`src/design/hsqrt_pkg.sv`:
```
// Shared types and constants for the Heron square root block.
// Depends on nothing; imported by heron_square_root.
package hsqrt_pkg;

  localparam int unsigned ValueW  = 64;
  localparam int unsigned RootW   = 63;
  localparam int unsigned RoundsW = 8;
  localparam int unsigned StatusW = 2;
  localparam int unsigned ShiftW  = 6;
  localparam int unsigned CfgIdxW = 2;
  localparam int unsigned CfgDataW = 8;
  localparam int unsigned DivSteps = 64;
  localparam int unsigned DivCntW  = $clog2(DivSteps);

  // Result status codes
  typedef enum logic [StatusW-1:0] {
    STATUS_CONVERGED = 2'd0,
    STATUS_NEGATIVE  = 2'd1,
    STATUS_CAPPED    = 2'd2
  } status_e;

  // Configuration register indexes
  localparam logic [CfgIdxW-1:0] REG_TOL_SHIFT  = 2'd0;
  localparam logic [CfgIdxW-1:0] REG_MAX_ROUNDS = 2'd1;

  localparam logic [ShiftW-1:0]  TOL_SHIFT_RST  = 6'd33;
  localparam logic [RoundsW-1:0] MAX_ROUNDS_RST = 8'd64;

  localparam logic [RootW-1:0] ROOT_MAX = {RootW{1'b1}};

endpackage

```
`src/design/heron_square_root.sv`:
```
// Top level of the Heron square root block: sequencer, serial divider, output register.
// Depends on hsqrt_pkg.
//
// Each request carries one signed fixed-point value and yields one result: the square
// root (unsigned, same fraction width), the number of Heron rounds and a status. A
// negative value returns status "negative" with root 0 and no rounds; zero returns root 0
// after no rounds. Otherwise the guess starts at 2.0 and every round divides the value by
// the guess, averages quotient and guess into the new guess and stops once the distance
// between them is at most the quotient shifted right by tolerance_shift, or when
// max_rounds rounds have run (status "capped", max_rounds of 0 acts as 1). One round
// runs a setup step, the restoring divider (one quotient bit per cycle, a 64-bit
// subtract-compare being the limiting unit; skipped with a saturated quotient when the
// quotient cannot fit), and steps to average, form the difference and test it. The block
// takes one item at a time: s_axis_tready_o is high only while no item is in work. A
// finished result sits in the output register, so the next item can be accepted before
// the previous result is taken. Configuration writes are always accepted; write them
// only while the block is idle.
module heron_square_root
  import hsqrt_pkg::*;
#(
  parameter int unsigned FRACTION_BITS = 32
) (
  input  logic                clk_i,
  input  logic                rst_ni,
  // configuration write channel
  input  logic                cfg_valid_i,
  output logic                cfg_ready_o,
  input  logic [CfgIdxW-1:0]  cfg_index_i,
  input  logic [CfgDataW-1:0] cfg_data_i,
  // operand stream
  input  logic                s_axis_tvalid_i,
  output logic                s_axis_tready_o,
  input  logic [63:0]         s_axis_tdata_i,   // [63:0] value
  // result stream
  output logic                m_axis_tvalid_o,
  input  logic                m_axis_tready_i,
  output logic [79:0]         m_axis_tdata_o    // [62:0] root, [70:63] rounds,
                                                // [72:71] status, [79:73] zero
);

  // sequencer states
  localparam logic [2:0] S_IDLE  = 3'd0;
  localparam logic [2:0] S_START = 3'd1;
  localparam logic [2:0] S_DIV   = 3'd2;
  localparam logic [2:0] S_AVG   = 3'd3;
  localparam logic [2:0] S_DIFF  = 3'd4;
  localparam logic [2:0] S_TEST  = 3'd5;
  localparam logic [2:0] S_DONE  = 3'd6;

  localparam logic [RootW-1:0] GUESS_INIT = RootW'(2) << FRACTION_BITS;

  // configuration registers
  logic [ShiftW-1:0]  tol_shift_q;
  logic [RoundsW-1:0] max_rounds_q;
  logic [RoundsW-1:0] cap;

  // datapath registers
  logic [2:0]          state_q, state_d;
  logic [RootW-1:0]    val_q, val_d;
  logic [RootW-1:0]    guess_q, guess_d;
  logic [RootW-1:0]    approx_q, approx_d;
  logic [RootW-1:0]    diff_q, diff_d;
  logic [RootW-1:0]    tol_q, tol_d;
  logic [63:0]         rem_q, rem_d;
  logic [63:0]         dlo_q, dlo_d;
  logic [63:0]         quo_q, quo_d;
  logic [DivCntW-1:0]  cnt_q, cnt_d;
  logic [RoundsW-1:0]  rounds_q, rounds_d;
  status_e             status_q, status_d;

  // output register
  logic                out_valid_q, out_valid_d;
  logic [RootW-1:0]    out_root_q, out_root_d;
  logic [RoundsW-1:0]  out_rounds_q, out_rounds_d;
  status_e             out_status_q, out_status_d;

  // combinational helpers
  logic [63:0]      dividend;
  logic [63:0]      div_hi;
  logic [63:0]      div_lo;
  logic [RootW-1:0] guess_nz;
  logic [63:0]      rem_shift;
  logic             step_bit;
  logic [63:0]      quo_next;
  logic [63:0]      avg_sum;
  logic             in_take;
  logic             out_free;

  assign cfg_ready_o     = 1'b1;
  assign s_axis_tready_o = (state_q == S_IDLE);
  assign in_take         = s_axis_tvalid_i && s_axis_tready_o;
  assign out_free        = !out_valid_q || m_axis_tready_i;
  assign cap             = (max_rounds_q == '0) ? RoundsW'(1) : max_rounds_q;

  // split value << FRACTION_BITS into its upper and lower words
  assign dividend = {1'b0, val_q};
  assign div_hi   = dividend >> (64 - FRACTION_BITS);
  assign div_lo   = dividend << FRACTION_BITS;
  assign guess_nz = (guess_q == '0) ? RootW'(1) : guess_q;

  // one restoring division step; the remainder stays below the divisor, so no bit is lost
  assign rem_shift = {rem_q[62:0], dlo_q[63]};
  assign step_bit  = (rem_shift >= {1'b0, guess_q});
  assign quo_next  = {quo_q[62:0], step_bit};
  assign avg_sum   = {1'b0, approx_q} + {1'b0, guess_q};

  always_comb begin
    state_d      = state_q;
    val_d        = val_q;
    guess_d      = guess_q;
    approx_d     = approx_q;
    diff_d       = diff_q;
    tol_d        = tol_q;
    rem_d        = rem_q;
    dlo_d        = dlo_q;
    quo_d        = quo_q;
    cnt_d        = cnt_q;
    rounds_d     = rounds_q;
    status_d     = status_q;
    out_valid_d  = out_valid_q && !m_axis_tready_i;
    out_root_d   = out_root_q;
    out_rounds_d = out_rounds_q;
    out_status_d = out_status_q;

    unique case (state_q)
      S_IDLE: begin
        if (in_take) begin
          val_d    = s_axis_tdata_i[RootW-1:0];
          guess_d  = GUESS_INIT;
          approx_d = '0;
          rounds_d = '0;
          status_d = STATUS_CONVERGED;
          if (s_axis_tdata_i[63]) begin
            // negative operand: reject without iterating
            val_d    = '0;
            status_d = STATUS_NEGATIVE;
            state_d  = S_DONE;
          end else if (s_axis_tdata_i == '0) begin
            state_d = S_DONE;
          end else begin
            state_d = S_START;
          end
        end
      end
      S_START: begin
        guess_d = guess_nz;
        if (div_hi >= {1'b0, guess_nz}) begin
          // quotient cannot fit: saturate and skip the divider
          approx_d = ROOT_MAX;
          state_d  = S_AVG;
        end else begin
          rem_d   = div_hi;
          dlo_d   = div_lo;
          quo_d   = '0;
          cnt_d   = '0;
          state_d = S_DIV;
        end
      end
      S_DIV: begin
        rem_d = step_bit ? (rem_shift - {1'b0, guess_q}) : rem_shift;
        dlo_d = {dlo_q[62:0], 1'b0};
        quo_d = quo_next;
        cnt_d = cnt_q + DivCntW'(1);
        if (cnt_q == DivCntW'(DivSteps - 1)) begin
          approx_d = quo_next[63] ? ROOT_MAX : quo_next[RootW-1:0];
          state_d  = S_AVG;
        end
      end
      S_AVG: begin
        guess_d  = avg_sum[63:1];
        rounds_d = rounds_q + RoundsW'(1);
        state_d  = S_DIFF;
      end
      S_DIFF: begin
        diff_d  = (approx_q >= guess_q) ? (approx_q - guess_q) : (guess_q - approx_q);
        tol_d   = approx_q >> tol_shift_q;
        state_d = S_TEST;
      end
      S_TEST: begin
        if (diff_q <= tol_q) begin
          status_d = STATUS_CONVERGED;
          state_d  = S_DONE;
        end else if (rounds_q >= cap) begin
          status_d = STATUS_CAPPED;
          state_d  = S_DONE;
        end else begin
          state_d = S_START;
        end
      end
      S_DONE: begin
        // hold until the output register is free
        if (out_free) begin
          out_valid_d  = 1'b1;
          out_root_d   = approx_q;
          out_rounds_d = rounds_q;
          out_status_d = status_q;
          state_d      = S_IDLE;
        end
      end
      default: begin
        state_d = S_IDLE;
      end
    endcase
  end

  // control state
  always_ff @(posedge clk_i or negedge rst_ni) begin
    if (!rst_ni) begin
      state_q      <= S_IDLE;
      out_valid_q  <= 1'b0;
      tol_shift_q  <= TOL_SHIFT_RST;
      max_rounds_q <= MAX_ROUNDS_RST;
      cnt_q        <= '0;
      rounds_q     <= '0;
    end else begin
      state_q     <= state_d;
      out_valid_q <= out_valid_d;
      cnt_q       <= cnt_d;
      rounds_q    <= rounds_d;
      if (cfg_valid_i && cfg_ready_o) begin
        unique case (cfg_index_i)
          REG_TOL_SHIFT:  tol_shift_q  <= cfg_data_i[ShiftW-1:0];
          REG_MAX_ROUNDS: max_rounds_q <= cfg_data_i[RoundsW-1:0];
          default: ;
        endcase
      end
    end
  end

  // payload
  always_ff @(posedge clk_i) begin
    val_q        <= val_d;
    guess_q      <= guess_d;
    approx_q     <= approx_d;
    diff_q       <= diff_d;
    tol_q        <= tol_d;
    rem_q        <= rem_d;
    dlo_q        <= dlo_d;
    quo_q        <= quo_d;
    status_q     <= status_d;
    out_root_q   <= out_root_d;
    out_rounds_q <= out_rounds_d;
    out_status_q <= out_status_d;
  end

  assign m_axis_tvalid_o = out_valid_q;
  assign m_axis_tdata_o  = {7'd0, out_status_q, out_rounds_q, out_root_q};

  // the divider remainder stays below the divisor
  a_rem_below_divisor: assert property (@(posedge clk_i) disable iff (!rst_ni)
    (state_q == S_DIV) |-> (rem_q < {1'b0, guess_q}))
    else $error("divider remainder reached the divisor");

  // every test sees between one and cap rounds
  a_rounds_in_range: assert property (@(posedge clk_i) disable iff (!rst_ni)
    (state_q == S_TEST) |-> (rounds_q != '0 && rounds_q <= cap))
    else $error("round count out of range");

  // a rejected operand reports no root and no rounds
  a_negative_clean: assert property (@(posedge clk_i) disable iff (!rst_ni)
    (state_q == S_DONE && status_q == STATUS_NEGATIVE) |-> (approx_q == '0 && rounds_q == '0))
    else $error("negative operand produced a root");

  // a capped result reports exactly the cap
  a_capped_rounds: assert property (@(posedge clk_i) disable iff (!rst_ni)
    (state_q == S_DONE && status_q == STATUS_CAPPED) |-> (rounds_q == cap))
    else $error("capped result with wrong round count");

  // a finished result moves into the output register and the block returns to idle
  a_done_loads: assert property (@(posedge clk_i) disable iff (!rst_ni)
    (state_q == S_DONE && out_free) |=> (out_valid_q && state_q == S_IDLE))
    else $error("result not loaded");

endmodule

```
`config.mk`:
```
export PLATFORM = sky130hd
export DESIGN_NAME = heron_square_root
export DESIGN_NICKNAME = d
export VERILOG_FILES = /design/src/design/hsqrt_pkg.sv /design/src/design/heron_square_root.sv
export SDC_FILE = /design/constraint.sdc
export NUM_CORES = 2
export LEC_CHECK = 0
export BUFFER_PORTS_ARGS = -buffer_cell sky130_fd_sc_hd__buf_2
export CAP_MARGIN = 5
export CORE_ASPECT_RATIO = 0.9
export CORE_MARGIN = 8
export CORE_UTILIZATION = 58
export CTS_CLUSTER_DIAMETER = 100
export DETAILED_ROUTE_END_ITERATION = 12
export GPL_TIMING_DRIVEN = 0
export PLACE_DENSITY = 0.79
export SLEW_MARGIN = 30
export SYNTH_ARGS = -nofsm -noshare
export SYNTH_HDL_FRONTEND = slang
export SYNTH_SLANG_ARGS = --single-unit
```
`constraint.sdc`:
```
create_clock -name clk_i -period 10.2 [get_ports clk_i]
set_input_delay 0.51 -clock clk_i [delete_from_list [all_inputs] [get_ports clk_i]]
set_output_delay 0.51 -clock clk_i [all_outputs]
set_load 0.02 [all_outputs]
```
# == Word level (Yosys, flattened, before mapping) ==
# Cells that the tools add are included.
# totals
regBits,612
latchBits,0
mem_bits_rw,0
mem_bits_ro,0
in_bits,79
out_inout_bits,83
elab_cells,106
mem_count,0
# classes
addsub,6
n_mul,0
n_div,0
order_cmp,5
eq_ne,14
shifts,1
mux,37
bitwise,0
n_reduce_logical,25
# op_table
operator,n
$mux W63,10
$pmux W63 S3,2
$pmux W63 S2,2
$sub A63 B63 Y63,3
$pmux W64 S2,1
$add A63 B63 Y64,1
$ge A64 B63 Y1,1
$logic_not A64 Y1,1
$mux W64,1
$ge A31 B63 Y1,1
$ge A63 B63 Y1,1
$le A63 B63 Y1,1
$logic_not A63 Y1,1
$shr A63 B6 Y63,1
$mux W3,7
$pmux W3 S7,1
$mux W8,2
$pmux W8 S2,1
$reduce_and A2 Y1,7
$pmux W6 S2,1
$eq A3 B3 Y1 const B,3
$add A8 B1 Y8 const B,1
$ge A8 B8 Y1,1
$logic_not A8 Y1,1
21 further kinds,36

# == Logic depth before layout (Yosys ltp) ==
# depth
depth_word,6
mapped_depth,18
mapped_depth_nobuf,18

# == Worst setup path after synthesis ==
# No wires, ideal clock.
# synth_path
kind,register to register
startpoint,register state_q[1]
endpoint,register diff_q[0] (enable)
setup_ns,0.792
t_arrival_ns,10.308
required_time_ns,9.408
setup_slack_ns,-0.899
path_stages_with_launch,6
path_buffers,4
synth_period_minus_slack_ns,11.099
path_cell_list,dfrtp_1 clkbuf_1 clkbuf_1 clkbuf_1 buf_1 nor3b_1
# synth_via
elab_chain_len,1
# synth_rtl
element,line_no,text
start: declaration,heron_square_root.sv:58,"logic [2:0] state_q, state_d;"
start signal: assignment,heron_square_root.sv:216,state_q <= state_d;
$eq A3 B3 Y1,heron_square_root.sv:125,unique case (state_q)
end signal: assignment,heron_square_root.sv:235,diff_q <= diff_d;
end: declaration,heron_square_root.sv:62,"logic [RootW-1:0] diff_q, diff_d;"
# Every way passes these cells.
# A chain may end at the register's enable or synchronous reset.

# == Final worst setup path ==
# layout_path
startpoint,register guess_q[54]
endpoint,register quo_q[56] (enable)
# layout_via
elab_chain_len,5
# layout_rtl
element,line_no,text
start: declaration,heron_square_root.sv:60,"logic [RootW-1:0] guess_q, guess_d;"
start signal: assignment,heron_square_root.sv:233,guess_q <= guess_d;
$logic_not A63 Y1,heron_square_root.sv:99,assign guess_nz = (guess_q == '0) ? RootW'(1) : guess_q;
$mux W63 *,heron_square_root.sv:99,
$ge A31 B63 Y1 *,heron_square_root.sv:147,"if (div_hi >= {1'b0, guess_nz}) begin"
$ne A2 B2 Y1 (no source line) *,-,
$reduce_and A2 Y1 (no source line) *,-,
end signal: assignment,heron_square_root.sv:239,quo_q <= quo_d;
end: declaration,heron_square_root.sv:66,"logic [63:0] quo_q, quo_d;"
# Every way passes the cells marked *; elsewhere a longest branch is shown, timed or not.

==> metrics <==
#FFs+latches synth 580; Avg WL per Cell 26.9 um; Area Overhead vs Synth 10.9%; top cells by area, synth edfxtp_1 39%, ha_1 10%, a21oi_1 5.1%, nand2_1 4.3%, nor2_1 3.4%; R2R depth 20; Reg2Reg Capture Point quo_q[56]; CORE AREA 72900 um2; RR Startpoint guess_q[54]; DPL Wire Length 125000 um; io pins 162; Die Y-Extent 273 um; Max Clock Skew 30.2 ps; first-pass GRT wire length 231000 um; TritonCTS clock tree yes; root buffer cell clkbuf_16; num rows 94; clk sink count 580; critical path peak fanout 46; CTS H-tree depth 2; GP Congestion 1.05; 1st-iter DRT viols 5107; port bufs 153; crit-path max cell delay 670 ps; CP required 10540 ps; Initial Util 58.4%; Post-synth EDFFs 548; Final TNS setup 0 ps; FFs w/ async S/R, synth 5.52%; Final Cycle Share 62.4%; Final Hold Fails 0; Post-CTS Setup Bufs 0; Cell Chain, Critical Path nor4_1 > nand4_1 > or2_2 > nor3_1 > or2_2 > ha_1 > nand2b_1 > a21o_1 > a21o_1 > a21oi_1 > nor2b_1 > o21ai_0 > a21oi_1 > o211a_1 > nor4_1 > nor4_2 > nand2b_1 > nand2_4 > buf_12 > buf_16; Worst Hold Class in2reg; max-slew violation count 0; Hold Path Depth 2; Tightest Pin Transition 1140 ps; vias in the first global route 36.0k; Die ar. 82400 um2; Worst-path clk slew 70 ps; Remaining DRCs 0; mapped cell area 42600 um2; crit end category flip-flop; area share of the leading cell type in the synthesized netlist 38.6%; GR Overflow Total 0; hold path start cfg_data_i[7]; Final setup viols 0; WL final 157000 um; R2R setup slack 3840 ps; share of post-route cells with drive strength above 1 9.70%; Gate Count Post-Synth 4590; Final ANT Viol Nets 0; final core occ 64.8%; slowest CP cell nor4_1; max frequency 157 MHz; final hold slack 101 ps; Via density 6.51; status complete, no violations; CTS Buffer Depth 3; CTS Buf Count 61; average size of a mapped cell 9.28 um2; global-route usage over all layers 37.2%; max_slew headroom 23.8%; leading area contributor after synthesis edfxtp_1; die width 302 um; nets 5275; initial antenna violation count 4; Cells after DPL 5733; pin count of the biggest net entering global routing 52; min Tclk post-route 6360 ps; crit path kind reg2reg; register area share after synthesis 40.5%; Main synth FF type edfxtp_1; Filler cells 6060; Yosys cell types 96; Non-Filler Instances 5853; DR pass1 iterations 6; worst skew pair latency 670 ps; detailed-route via count 38.1k; Worst setup SP type flip-flop; RSZ-0062 raised after global routing false; Worst Hold Path EP max_rounds_q[7]; Syn. warnings 0; critical path arrival 6700 ps; Max Cap Viol 0
-- area by class of cell --
cell class                 count  area, um2  share of cell area, %
timing repair buffer         178       1210                   2.57
sequential                   580      17300                   36.5
multi-input combinational   3440      23200                   49.2
clock inverter                50        548                   1.16
tap                          960       1200                   2.54
buffer                       245       1000                   2.12
clock buffer                  65       1540                   3.26
antenna                        4       10.0                 0.0212
inverter                     331       1240                   2.64
-- layout by cell type (no fill, tap or decap), types with 76 or more instances in the layout --
master and count:
inv_1 316, ha_1 355, nor2_1 379, a21o_1 131, xnor2_1 125, edfxtp_1 548
nand4_1 82, mux2i_1 76, buf_2 178, nand2b_1 94, nor2b_1 99, nand2_1 486
a21oi_1 435, and3_1 79, o21ai_0 282, clkbuf_1 176
-- timing repair --
item,in CTS,in global routing
hold buffers,1,0
resized for setup,0,0
endpoints found under the hold margin,26,0
endpoints found under the setup margin,0,0
-- critical path: cells and delay by family (launching register included) --
family | cells | cell delay, ps
AND/OR/NAND/NOR | 11 | 3660
AO/OA/AOI/OAI | 6 | 980
buffers and inverters | 2 | 570
flip-flops | 1 | 520
adder cells (fa/ha/maj) | 1 | 220
-- kinds of logic after synthesis --
logic type / count (synthesis) / synth area share (%)
buf+inv: 576 / 5.25
simple gates: 1492 / 16.5
other cells: 2 / 0.0176
flops: 580 / 40.5
mux: 154 / 5.22
fa+ha+maj: 359 / 10.6
compound gates: 1257 / 18.4
xor+xnor: 170 / 3.50
-- flip-flops by register name (all words and copies together) (netlist names), 6 cells and up --
| signal | cells |
|---|---|
| diff_q | 63 |
| tol_shift_q | 6 |
| approx_q | 63 |
| out_root_q | 63 |
| max_rounds_q | 8 |
| cnt_q | 6 |
| dlo_q | 32 |
| quo_q | 63 |
| out_rounds_q | 8 |
| guess_q | 63 |
| rem_q | 63 |
| val_q | 63 |
| tol_q | 63 |
| rounds_q | 8 |
-- how the worst max path moves through the flow --
stage	startpoint	end	depth (start not counted)
floorplan	guess_q[57]	dlo_q[32]	18
global placement	guess_q[54]	quo_q[56]	18
detailed placement	guess_q[54]	quo_q[54]	20
CTS	guess_q[54]	quo_q[59]	20
global route	guess_q[54]	quo_q[53]	20
finish	guess_q[54]	quo_q[56]	20
-- per-stage QoR --
| step | setup slack, ps | cell area, um2 |
|---|---|---|
| finish | 3840 | 47200 |
| global route | 3610 | 47200 |
| CTS | 3990 | 47200 |
| detailed placement | 4020 | 45100 |
| global placement | -677 | 44600 |
| floorplan | 3120 | 42600 |
-- routing by layer --
metal,routed length [um],global-route usage (%)
met5,50,0
met4,7540,15.2
met3,19900,9.90
met2,63500,52.6
met1,66200,53.7
-- synthesized netlist by cell type (52+ instances only) --
library cell    n
o21bai_1       74
mux2i_1        76
a21oi_1       436
clkbuf_1      177
inv_1         317
edfxtp_1      548
xnor2_1       125
a21o_1        131
nor4_1         60
nand2b_1       94
ha_1          355
nor2b_1       101
nand2_1       488
nand4_1        82
nor3_1         67
nor2_1        381
mux4_2         52
and3_1         79
o21ai_0       282
nand3_1        69
Power is left out: the tool's default activity adds up to more than one toggle a clock period on the data nets, which glitch-free logic cannot reach.
